File: src/rtl/iabr_pkg.sv
package iabr_pkg;

   // Largest icon side the counters cover.
   localparam int MAX_ICON_SIDE = 1024;

   // Field widths.
   localparam int CNT_W      = (MAX_ICON_SIDE > 1) ? $clog2(MAX_ICON_SIDE) : 1;
   localparam int SIZE_W     = 11;
   localparam int ORG_W      = 12;
   localparam int COORD_W    = 13;
   localparam int CHAN_W     = 8;
   localparam int RGB_W      = 3 * CHAN_W;
   localparam int PIXEL_W    = 4 * CHAN_W;
   localparam int PROD_W     = 2 * CHAN_W;
   localparam int CSR_IDX_W  = 2;
   localparam int CSR_DATA_W = 12;

   // Width that holds both a configured size and a counter plus one.
   localparam int SIDE_W = (CNT_W + 1 > SIZE_W) ? CNT_W + 1 : SIZE_W;

   // Register indexes on the configuration port.
   localparam logic [CSR_IDX_W-1:0] CSR_ICON_WIDTH  = 2'd0;
   localparam logic [CSR_IDX_W-1:0] CSR_ICON_HEIGHT = 2'd1;
   localparam logic [CSR_IDX_W-1:0] CSR_ORIGIN_X    = 2'd2;
   localparam logic [CSR_IDX_W-1:0] CSR_ORIGIN_Y    = 2'd3;

   // Reset values of the configuration registers.
   localparam logic [SIZE_W-1:0] ICON_WIDTH_RESET  = 11'd32;
   localparam logic [SIZE_W-1:0] ICON_HEIGHT_RESET = 11'd32;

   // Alpha codes with special meaning.
   localparam logic [CHAN_W-1:0] ALPHA_OPAQUE      = 8'hFF;
   localparam logic [CHAN_W-1:0] ALPHA_TRANSPARENT = 8'h00;

   // Queue between the front and the back.
   localparam int QUEUE_DEPTH = 4;
   localparam int QPTR_W      = $clog2(QUEUE_DEPTH);

   // How the back has to treat a pixel.
   typedef enum logic [1:0] {
      CLS_SKIP  = 2'd0,
      CLS_COPY  = 2'd1,
      CLS_BLEND = 2'd2
   } blend_class_type;

   // One classified pixel as it travels from the front to the back.
   typedef struct packed {
      logic [COORD_W-1:0] screen_x;
      logic [COORD_W-1:0] screen_y;
      logic               last;
      blend_class_type    cls;
      logic [CHAN_W-1:0]  alpha;
      logic [RGB_W-1:0]   fg;
      logic [RGB_W-1:0]   bg;
   } item_type;

   // A size of zero acts as one, a size above the maximum as the maximum.
   function automatic logic [SIDE_W-1:0] effective_side(input logic [SIZE_W-1:0] v);
      logic [SIDE_W-1:0] ext;
      ext = SIDE_W'(v);
      if (v == '0) begin
         return SIDE_W'(1);
      end else if (ext > SIDE_W'(MAX_ICON_SIDE)) begin
         return SIDE_W'(MAX_ICON_SIDE);
      end else begin
         return ext;
      end
   endfunction

   // Exact x / 255 for any product of two bytes: (x + (x >> 8) + 1) >> 8.
   function automatic logic [CHAN_W-1:0] div255(input logic [PROD_W-1:0] x);
      logic [PROD_W:0] t;
      t = {1'b0, x} + (PROD_W+1)'(x[PROD_W-1:CHAN_W]) + (PROD_W+1)'(1);
      return t[PROD_W-1:CHAN_W];
   endfunction

endpackage

File: src/rtl/icon_alpha_blend_raster.sv
// Source-over blender for an ARGB8888 icon drawn onto an RGB888 screen.
// Request channel: one word per icon pixel in raster order, the ARGB pixel
// together with the screen RGB currently found at its position.
// Response channel: one word per request, in order, carrying the screen
// coordinate (origin plus column and row), a write flag that is low for
// fully transparent pixels, the RGB to write, and a flag on the icon's last
// pixel. Configuration channel: icon width, icon height and origin, indexed
// 0 to 3; it is always ready. It must be written only while no pixel is in
// flight; the block itself does not enforce this. A taken request passes the
// queue, the product stage and the output register in that order. Throughput:
// one pixel per clock while responses are taken, set by the single product
// stage of three channel multiplier pairs that every pixel passes once.
// A four-word queue separates the counting front from the blending back.
// With the product stage and the output register the block holds six words,
// so requests keep flowing for up to six words while the receiver stalls;
// once it is full, req_ready drops and rises again the cycle after a
// response is taken.
// Reset clears the raster counters, empties the queue and pipeline, and loads
// a 32 by 32 icon at origin zero.
module icon_alpha_blend_raster (
   input  logic                             clock,
   input  logic                             reset,
   input  logic                             csr_valid,
   output logic                             csr_ready,
   input  logic [iabr_pkg::CSR_IDX_W-1:0]   csr_index,
   input  logic [iabr_pkg::CSR_DATA_W-1:0]  csr_wdata,
   input  logic                             req_valid,
   output logic                             req_ready,
   input  logic [iabr_pkg::PIXEL_W-1:0]     req_icon_pixel,
   input  logic [iabr_pkg::RGB_W-1:0]       req_background_pixel,
   output logic                             rsp_valid,
   input  logic                             rsp_ready,
   output logic [iabr_pkg::COORD_W-1:0]     rsp_screen_x,
   output logic [iabr_pkg::COORD_W-1:0]     rsp_screen_y,
   output logic                             rsp_write_pixel,
   output logic [iabr_pkg::RGB_W-1:0]       rsp_pixel_color,
   output logic                             rsp_last_pixel
);
   import iabr_pkg::*;

   logic     push_valid;
   logic     push_ready;
   item_type push_item;
   logic     pop_valid;
   logic     pop_ready;
   item_type pop_item;

   // Counting and classification.
   iabr_front u_front (
      .clock                (clock),
      .reset                (reset),
      .csr_valid            (csr_valid),
      .csr_ready            (csr_ready),
      .csr_index            (csr_index),
      .csr_wdata            (csr_wdata),
      .req_valid            (req_valid),
      .req_ready            (req_ready),
      .req_icon_pixel       (req_icon_pixel),
      .req_background_pixel (req_background_pixel),
      .push_valid           (push_valid),
      .push_ready           (push_ready),
      .push_item            (push_item)
   );

   // Decoupling queue.
   iabr_queue u_queue (
      .clock      (clock),
      .reset      (reset),
      .push_valid (push_valid),
      .push_ready (push_ready),
      .push_item  (push_item),
      .pop_valid  (pop_valid),
      .pop_ready  (pop_ready),
      .pop_item   (pop_item)
   );

   // Blending and response register.
   iabr_back u_back (
      .clock           (clock),
      .reset           (reset),
      .pop_valid       (pop_valid),
      .pop_ready       (pop_ready),
      .pop_item        (pop_item),
      .rsp_valid       (rsp_valid),
      .rsp_ready       (rsp_ready),
      .rsp_screen_x    (rsp_screen_x),
      .rsp_screen_y    (rsp_screen_y),
      .rsp_write_pixel (rsp_write_pixel),
      .rsp_pixel_color (rsp_pixel_color),
      .rsp_last_pixel  (rsp_last_pixel)
   );

endmodule

File: src/rtl/iabr_front.sv
module iabr_front (
   input  logic                             clock,
   input  logic                             reset,
   input  logic                             csr_valid,
   output logic                             csr_ready,
   input  logic [iabr_pkg::CSR_IDX_W-1:0]   csr_index,
   input  logic [iabr_pkg::CSR_DATA_W-1:0]  csr_wdata,
   input  logic                             req_valid,
   output logic                             req_ready,
   input  logic [iabr_pkg::PIXEL_W-1:0]     req_icon_pixel,
   input  logic [iabr_pkg::RGB_W-1:0]       req_background_pixel,
   output logic                             push_valid,
   input  logic                             push_ready,
   output iabr_pkg::item_type               push_item
);
   import iabr_pkg::*;

   logic [SIZE_W-1:0] icon_width_ff, icon_width_in;
   logic [SIZE_W-1:0] icon_height_ff, icon_height_in;
   logic [ORG_W-1:0]  origin_x_ff, origin_x_in;
   logic [ORG_W-1:0]  origin_y_ff, origin_y_in;
   logic [CNT_W-1:0]  column_ff, column_in;
   logic [CNT_W-1:0]  row_ff, row_in;

   logic              accept;
   logic [SIDE_W-1:0] width_eff;
   logic [SIDE_W-1:0] height_eff;
   logic              col_end;
   logic              row_end;
   logic [CHAN_W-1:0] alpha;

   // Registers are always writable; the port must see writes only while idle, which is not enforced here.
   assign csr_ready = 1'b1;

   always_comb begin
      icon_width_in  = icon_width_ff;
      icon_height_in = icon_height_ff;
      origin_x_in    = origin_x_ff;
      origin_y_in    = origin_y_ff;
      if (csr_valid) begin
         case (csr_index)
            CSR_ICON_WIDTH:  icon_width_in  = csr_wdata[SIZE_W-1:0];
            CSR_ICON_HEIGHT: icon_height_in = csr_wdata[SIZE_W-1:0];
            CSR_ORIGIN_X:    origin_x_in    = csr_wdata[ORG_W-1:0];
            CSR_ORIGIN_Y:    origin_y_in    = csr_wdata[ORG_W-1:0];
            default: ;
         endcase
      end
   end

   // A word is taken whenever the queue has room.
   assign req_ready  = push_ready;
   assign accept     = req_valid && push_ready;
   assign push_valid = req_valid;

   // Raster position. A counter already past a shrunken size counts as at the end.
   assign width_eff  = effective_side(icon_width_ff);
   assign height_eff = effective_side(icon_height_ff);
   assign col_end    = (SIDE_W'(column_ff) + SIDE_W'(1)) >= width_eff;
   assign row_end    = (SIDE_W'(row_ff) + SIDE_W'(1)) >= height_eff;

   always_comb begin
      column_in = column_ff;
      row_in    = row_ff;
      if (accept) begin
         if (col_end) begin
            column_in = '0;
            row_in    = row_end ? '0 : row_ff + CNT_W'(1);
         end else begin
            column_in = column_ff + CNT_W'(1);
         end
      end
   end

   // Classify by alpha and attach the screen coordinate.
   assign alpha = req_icon_pixel[PIXEL_W-1:RGB_W];

   always_comb begin
      push_item.screen_x = COORD_W'(origin_x_ff) + COORD_W'(column_ff);
      push_item.screen_y = COORD_W'(origin_y_ff) + COORD_W'(row_ff);
      push_item.last     = col_end && row_end;
      push_item.alpha    = alpha;
      push_item.fg       = req_icon_pixel[RGB_W-1:0];
      push_item.bg       = req_background_pixel;
      if (alpha == ALPHA_OPAQUE) begin
         push_item.cls = CLS_COPY;
      end else if (alpha == ALPHA_TRANSPARENT) begin
         push_item.cls = CLS_SKIP;
      end else begin
         push_item.cls = CLS_BLEND;
      end
   end

   always_ff @(posedge clock) begin
      if (reset) begin
         icon_width_ff  <= ICON_WIDTH_RESET;
         icon_height_ff <= ICON_HEIGHT_RESET;
         origin_x_ff    <= '0;
         origin_y_ff    <= '0;
         column_ff      <= '0;
         row_ff         <= '0;
      end else begin
         icon_width_ff  <= icon_width_in;
         icon_height_ff <= icon_height_in;
         origin_x_ff    <= origin_x_in;
         origin_y_ff    <= origin_y_in;
         column_ff      <= column_in;
         row_ff         <= row_in;
      end
   end

endmodule

File: src/rtl/iabr_queue.sv
module iabr_queue (
   input  logic               clock,
   input  logic               reset,
   input  logic               push_valid,
   output logic               push_ready,
   input  iabr_pkg::item_type push_item,
   output logic               pop_valid,
   input  logic               pop_ready,
   output iabr_pkg::item_type pop_item
);
   import iabr_pkg::*;

   item_type          entry_ff [QUEUE_DEPTH];
   logic [QPTR_W-1:0] wr_ptr_ff, wr_ptr_in;
   logic [QPTR_W-1:0] rd_ptr_ff, rd_ptr_in;
   logic [QPTR_W:0]   count_ff, count_in;
   logic              push;
   logic              pop;

   assign push_ready = count_ff != (QPTR_W+1)'(QUEUE_DEPTH);
   assign pop_valid  = count_ff != '0;
   assign pop_item   = entry_ff[rd_ptr_ff];
   assign push       = push_valid && push_ready;
   assign pop        = pop_valid && pop_ready;

   // Pointers wrap over the power-of-two depth.
   always_comb begin
      wr_ptr_in = push ? wr_ptr_ff + QPTR_W'(1) : wr_ptr_ff;
      rd_ptr_in = pop ? rd_ptr_ff + QPTR_W'(1) : rd_ptr_ff;
      count_in  = count_ff;
      if (push && !pop) begin
         count_in = count_ff + (QPTR_W+1)'(1);
      end else if (pop && !push) begin
         count_in = count_ff - (QPTR_W+1)'(1);
      end
   end

   always_ff @(posedge clock) begin
      if (reset) begin
         wr_ptr_ff <= '0;
         rd_ptr_ff <= '0;
         count_ff  <= '0;
      end else begin
         wr_ptr_ff <= wr_ptr_in;
         rd_ptr_ff <= rd_ptr_in;
         count_ff  <= count_in;
      end
   end

   // Storage holds payload only.
   always_ff @(posedge clock) begin
      if (push) begin
         entry_ff[wr_ptr_ff] <= push_item;
      end
   end

endmodule

File: src/rtl/iabr_back.sv
module iabr_back (
   input  logic                           clock,
   input  logic                           reset,
   input  logic                           pop_valid,
   output logic                           pop_ready,
   input  iabr_pkg::item_type             pop_item,
   output logic                           rsp_valid,
   input  logic                           rsp_ready,
   output logic [iabr_pkg::COORD_W-1:0]   rsp_screen_x,
   output logic [iabr_pkg::COORD_W-1:0]   rsp_screen_y,
   output logic                           rsp_write_pixel,
   output logic [iabr_pkg::RGB_W-1:0]     rsp_pixel_color,
   output logic                           rsp_last_pixel
);
   import iabr_pkg::*;

   // Product stage.
   logic               s1_valid_ff, s1_valid_in;
   logic [COORD_W-1:0] s1_x_ff, s1_y_ff;
   logic               s1_last_ff;
   blend_class_type    s1_cls_ff;
   logic [RGB_W-1:0]   s1_fg_ff;
   logic [PROD_W-1:0]  s1_pf_ff [3];
   logic [PROD_W-1:0]  s1_pb_ff [3];

   // Output register.
   logic               rsp_valid_ff, rsp_valid_in;
   logic [COORD_W-1:0] rsp_x_ff, rsp_y_ff;
   logic               rsp_write_ff;
   logic [RGB_W-1:0]   rsp_color_ff;
   logic               rsp_last_ff;

   logic               out_free;
   logic               s1_free;
   logic               s1_move;
   logic               pop;
   logic [CHAN_W-1:0]  inv_alpha;
   logic [RGB_W-1:0]   blend_color;
   logic [RGB_W-1:0]   color_in;

   // The pipeline advances wherever the stage ahead is empty or draining.
   assign out_free  = !rsp_valid_ff || rsp_ready;
   assign s1_move   = s1_valid_ff && out_free;
   assign s1_free   = !s1_valid_ff || out_free;
   assign pop_ready = s1_free;
   assign pop       = pop_valid && s1_free;

   assign s1_valid_in  = s1_free ? pop_valid : s1_valid_ff;
   assign rsp_valid_in = out_free ? s1_valid_ff : rsp_valid_ff;

   // 255 - a is the bitwise inverse of an 8-bit alpha.
   assign inv_alpha = ~pop_item.alpha;

   always_ff @(posedge clock) begin
      if (pop) begin
         s1_x_ff    <= pop_item.screen_x;
         s1_y_ff    <= pop_item.screen_y;
         s1_last_ff <= pop_item.last;
         s1_cls_ff  <= pop_item.cls;
         s1_fg_ff   <= pop_item.fg;
         for (int c = 0; c < 3; c++) begin
            s1_pf_ff[c] <= PROD_W'(pop_item.fg[c*CHAN_W +: CHAN_W]) * PROD_W'(pop_item.alpha);
            s1_pb_ff[c] <= PROD_W'(pop_item.bg[c*CHAN_W +: CHAN_W]) * PROD_W'(inv_alpha);
         end
      end
   end

   // Each term is truncated on its own; the sum stays within a byte.
   always_comb begin
      for (int c = 0; c < 3; c++) begin
         blend_color[c*CHAN_W +: CHAN_W] = div255(s1_pf_ff[c]) + div255(s1_pb_ff[c]);
      end
      case (s1_cls_ff)
         CLS_COPY:  color_in = s1_fg_ff;
         CLS_BLEND: color_in = blend_color;
         CLS_SKIP:  color_in = '0;
         default:   color_in = '0;
      endcase
   end

   always_ff @(posedge clock) begin
      if (s1_move) begin
         rsp_x_ff     <= s1_x_ff;
         rsp_y_ff     <= s1_y_ff;
         rsp_last_ff  <= s1_last_ff;
         rsp_write_ff <= s1_cls_ff != CLS_SKIP;
         rsp_color_ff <= color_in;
      end
   end

   always_ff @(posedge clock) begin
      if (reset) begin
         s1_valid_ff  <= 1'b0;
         rsp_valid_ff <= 1'b0;
      end else begin
         s1_valid_ff  <= s1_valid_in;
         rsp_valid_ff <= rsp_valid_in;
      end
   end

   assign rsp_valid       = rsp_valid_ff;
   assign rsp_screen_x    = rsp_x_ff;
   assign rsp_screen_y    = rsp_y_ff;
   assign rsp_write_pixel = rsp_write_ff;
   assign rsp_pixel_color = rsp_color_ff;
   assign rsp_last_pixel  = rsp_last_ff;

endmodule

File: config.mk
export PLATFORM = sky130hd
export DESIGN_NAME = icon_alpha_blend_raster
export DESIGN_NICKNAME = d
export VERILOG_FILES = /design/src/rtl/iabr_pkg.sv /design/src/rtl/icon_alpha_blend_raster.sv /design/src/rtl/iabr_front.sv /design/src/rtl/iabr_queue.sv /design/src/rtl/iabr_back.sv
export SDC_FILE = /design/constraint.sdc
export NUM_CORES = 2
export LEC_CHECK = 0
export BUFFER_PORTS_ARGS = -buffer_cell sky130_fd_sc_hd__buf_2
export CORE_MARGIN = 4
export CORE_UTILIZATION = 35
export DETAILED_ROUTE_END_ITERATION = 6
export SLEW_MARGIN = 20
export SYNTH_ARGS = -nofsm -noshare
export SYNTH_HDL_FRONTEND = slang
export SYNTH_SLANG_ARGS = --single-unit
File: constraint.sdc
create_clock -name clock -period 13.15 [get_ports clock]
set_input_delay 0.6575 -clock clock [delete_from_list [all_inputs] [get_ports clock]]
set_output_delay 0.6575 -clock clock [all_outputs]
set_load 0.05 [all_outputs]
==> impl_metrics.json <==
{
  "status": "complete, no violations",
  "cts_resized": 0,
  "relSlewSlack": 0.145,
  "wire_per_inst_um": 18.1,
  "hp-class": "in2reg",
  "grt_pass1_vias": 24632,
  "synthCells": 3324,
  "synth_most_common_cell": "edfxtp_1",
  "async_flop_share": 0,
  "end_kind": "flip-flop",
  "cts_setup_buffers": 0,
  "layout-drive-gt1-share": 0.114,
  "antenna_left": 0,
  "tritoncts": "yes",
  "cts_buffers": 72,
  "grt_pass1_wl_mm": 140,
  "grt_setup_unrepaired": "false",
  "die_x_um": 339,
  "die_area_um2": 115000,
  "rows": 121,
  "layout.nets": 4090,
  "syn-num-nets": 3952,
  "wl_mm": 89.6,
  "path_max_fanout": 43,
  "finalSetupViolCount": 0,
  "drc": 0,
  "overflow": 0,
  "clock-sinks": 618,
  "core_um2": 109000,
  "fmax_mhz": 141,
  "place_congestion": 0.835,
  "synthTopCellsByArea": "edfxtp_1 42%, fa_1 12%, ha_1 11%",
  "grt_max_degree": 153,
  "synth_area_per_cell_um2": 11.6,
  "finalHoldViolations": 0,
  "antenna_found_initial": 17,
  "synth_top_flop_cell": "edfxtp_1",
  "slew_violations": 0,
  "period_share": 0.538,
  "yosys_warnings": 0,
  "synth_edf_count": 541,
  "cts_root_buffer": "clkbuf_16",
  "area_growth_pct": 12.6,
  "drv_cap": 0,
  "worst_slew_pin_slew_ns": 1.27,
  "fin_setup_tns_ns": 0,
  "initial_core_util": 0.353,
  "path_class": "reg2reg",
  "hold_buffers": 0,
  "clock_latency_ns": 0.64,
  "dp_hpwl_mm": 63.8,
  "clk_pin_slew_worst_paths_ns": 0.06,
  "critPathRequiredTime_ns": 13.52,
  "ys_top_cells_by_count": "541 x edfxtp_1, 409 x nor2_1, 385 x inv_1",
  "yosysSeqAreaShare": 0.463,
  "drt_iter0_drc": 1598,
  "synth_cell_types": 75,
  "via_count": 24493,
  "cts_max_level": 3,
  "nFillCells": 10496,
  "ys_ff_latch": 618,
  "vias_per_cell": 4.96,
  "critPathArrivalTime_ns": 7.45,
  "fin_skew_ns": 0.0295,
  "netlist_area_um2": 38400,
  "min_period_ns": 7.08,
  "die_y_um": 339,
  "clk_path_buf_depth": 3,
  "yosysTopAreaCellShare": 0.423,
  "crit_path_start_kind": "flip-flop",
  "grt_usage": 0.155,
  "synth_top_cell_by_area": "edfxtp_1",
  "ioPinCount": 130,
  "firstDrtPassIters": 6,
  "port_buffers": 128
}
==> routing by layer <==
layer	wire [µm]	up-vias	track usage	part of all wire
li1	-	11725	-	-
met1	40000	12054	0.209	0.45
met2	41900	568	0.253	0.47
met3	5350	140	0.0322	0.060
met4	2260	6	0.0415	0.025
met5	41	-	0	0.00046
==> logic make-up after synthesis <==
logic type / count (synthesis) / share of synthesized area
mux: 151 / 0.0509
flops: 618 / 0.463
other cells: 1 / 0.0000976
fa+ha+maj: 553 / 0.223
compound gates: 412 / 0.0668
simple gates: 939 / 0.109
buf+inv: 484 / 0.0488
xor+xnor: 166 / 0.0386
==> final cells by class <==
cell class / instances / area (µm²) / area share
Multi-Input combinational cell: 2222 / 18800 / 0.436
Sequential cell: 618 / 17800 / 0.411
Clock buffer: 89 / 1920 / 0.0443
Tap cell: 1414 / 1770 / 0.0409
Inverter: 388 / 1460 / 0.0337
Timing Repair Buffer: 160 / 893 / 0.0207
Clock inverter: 44 / 563 / 0.0130
Antenna cell: 6 / 15.0 / 0.000347
==> critical path, cell delays in order (launching register included) <==
cell and delay, ns:
dfxtp_4 0.77, buf_4 0.56, buf_4 0.64, mux2_2 0.40
o21ai_1 0.53, nor2_1 0.13, fa_1 0.52, fa_1 0.52
fa_1 0.55, inv_1 0.06, fa_1 0.52, inv_1 0.04
ha_1 0.33, or3_1 0.35, o21ai_0 0.08, a21oi_1 0.08
a211oi_1 0.36, a21oi_1 0.15, xnor2_1 0.15
==> layout by cell type, fill, tap and decap left out, drive strengths merged, types with 10 or more instances in the layout <==
| master | synthesis | routed |
|---|---|---|
| edfxtp | 541 | 541 |
| nor2 | 409 | 409 |
| inv | 386 | 393 |
| ha | 331 | 331 |
| nand2 | 259 | 259 |
| fa | 222 | 222 |
| buf | 49 | 160 |
| a21oi | 131 | 131 |
| xnor2 | 126 | 126 |
| o21ai | 124 | 124 |
| clkbuf | 47 | 89 |
| dfxtp | 77 | 77 |
| mux2i | 66 | 66 |
| mux2 | 55 | 55 |
| nor2b | 46 | 46 |
| nand3 | 45 | 45 |
| nand2b | 44 | 44 |
| xor2 | 38 | 38 |
| o21a | 32 | 32 |
| mux4 | 30 | 30 |
| and3 | 27 | 27 |
| nor3 | 23 | 23 |
| or3 | 23 | 23 |
| clkinv | 2 | 23 |
| a22oi | 18 | 18 |
| a21o | 17 | 17 |
| o211ai | 16 | 16 |
| nor4 | 15 | 15 |
| or2 | 12 | 12 |
| and2 | 11 | 11 |
| a211oi | 11 | 11 |
| nand4 | 10 | 10 |
| bufinv | 0 | 10 |
==> registers in the layout (all words and copies together) (netlist names), 3 cells and up, named ones only <==
signal and cells:
u_queue.entry_ff 340, u_back.s1_pb_ff 48, u_back.s1_pf_ff 48, u_back.rsp_pixel_color 24, u_back.s1_fg_ff 24, u_back.rsp_screen_x 13, u_back.rsp_screen_y 13, u_back.s1_x_ff 13
u_back.s1_y_ff 13, u_front.origin_x_ff 12, u_front.origin_y_ff 12, u_front.icon_height_ff 11, u_front.icon_width_ff 11, u_front.column_ff 10, u_front.row_ff 10, u_queue.count_ff 3
==> path summary, 6_finish.rpt <==
kind / slack, ns / cells past startpoint / start / endpoint
worst max-delay path: 6.07 / 18 / flip-flop / u_back.s1_pb_ff[0][15]$_DFFE_PP_
worst max register to register: 6.07 / 18 / flip-flop / u_back.s1_pb_ff[0][15]$_DFFE_PP_
worst min-delay path: 0.24 / 1 / req_background_pixel[1] / u_queue.entry_ff[2][1]$_DFFE_PP_
worst min register to register: 0.42 / 0 / u_back.s1_x_ff[10]$_DFFE_PP_ / u_back.rsp_screen_x[10]$_DFFE_PP_
==> per-stage QoR <==
step	utilization	worst slack [ns]	instances	area (µm²)	hold slack [ns]
floorplan	-	3.57	3324	38400	0.400
global placement	0.374	6.06	4802	40800	0.402
detailed placement	0.374	5.98	4802	40800	0.405
CTS	0.397	5.95	4935	43200	0.190
global route	0.397	5.54	4936	43200	0.206
finish	0.397	6.07	4941	43300	0.245
Power is left out: the tool's default activity adds up to more than one toggle a clock period on the data nets, which glitch-free logic cannot reach.
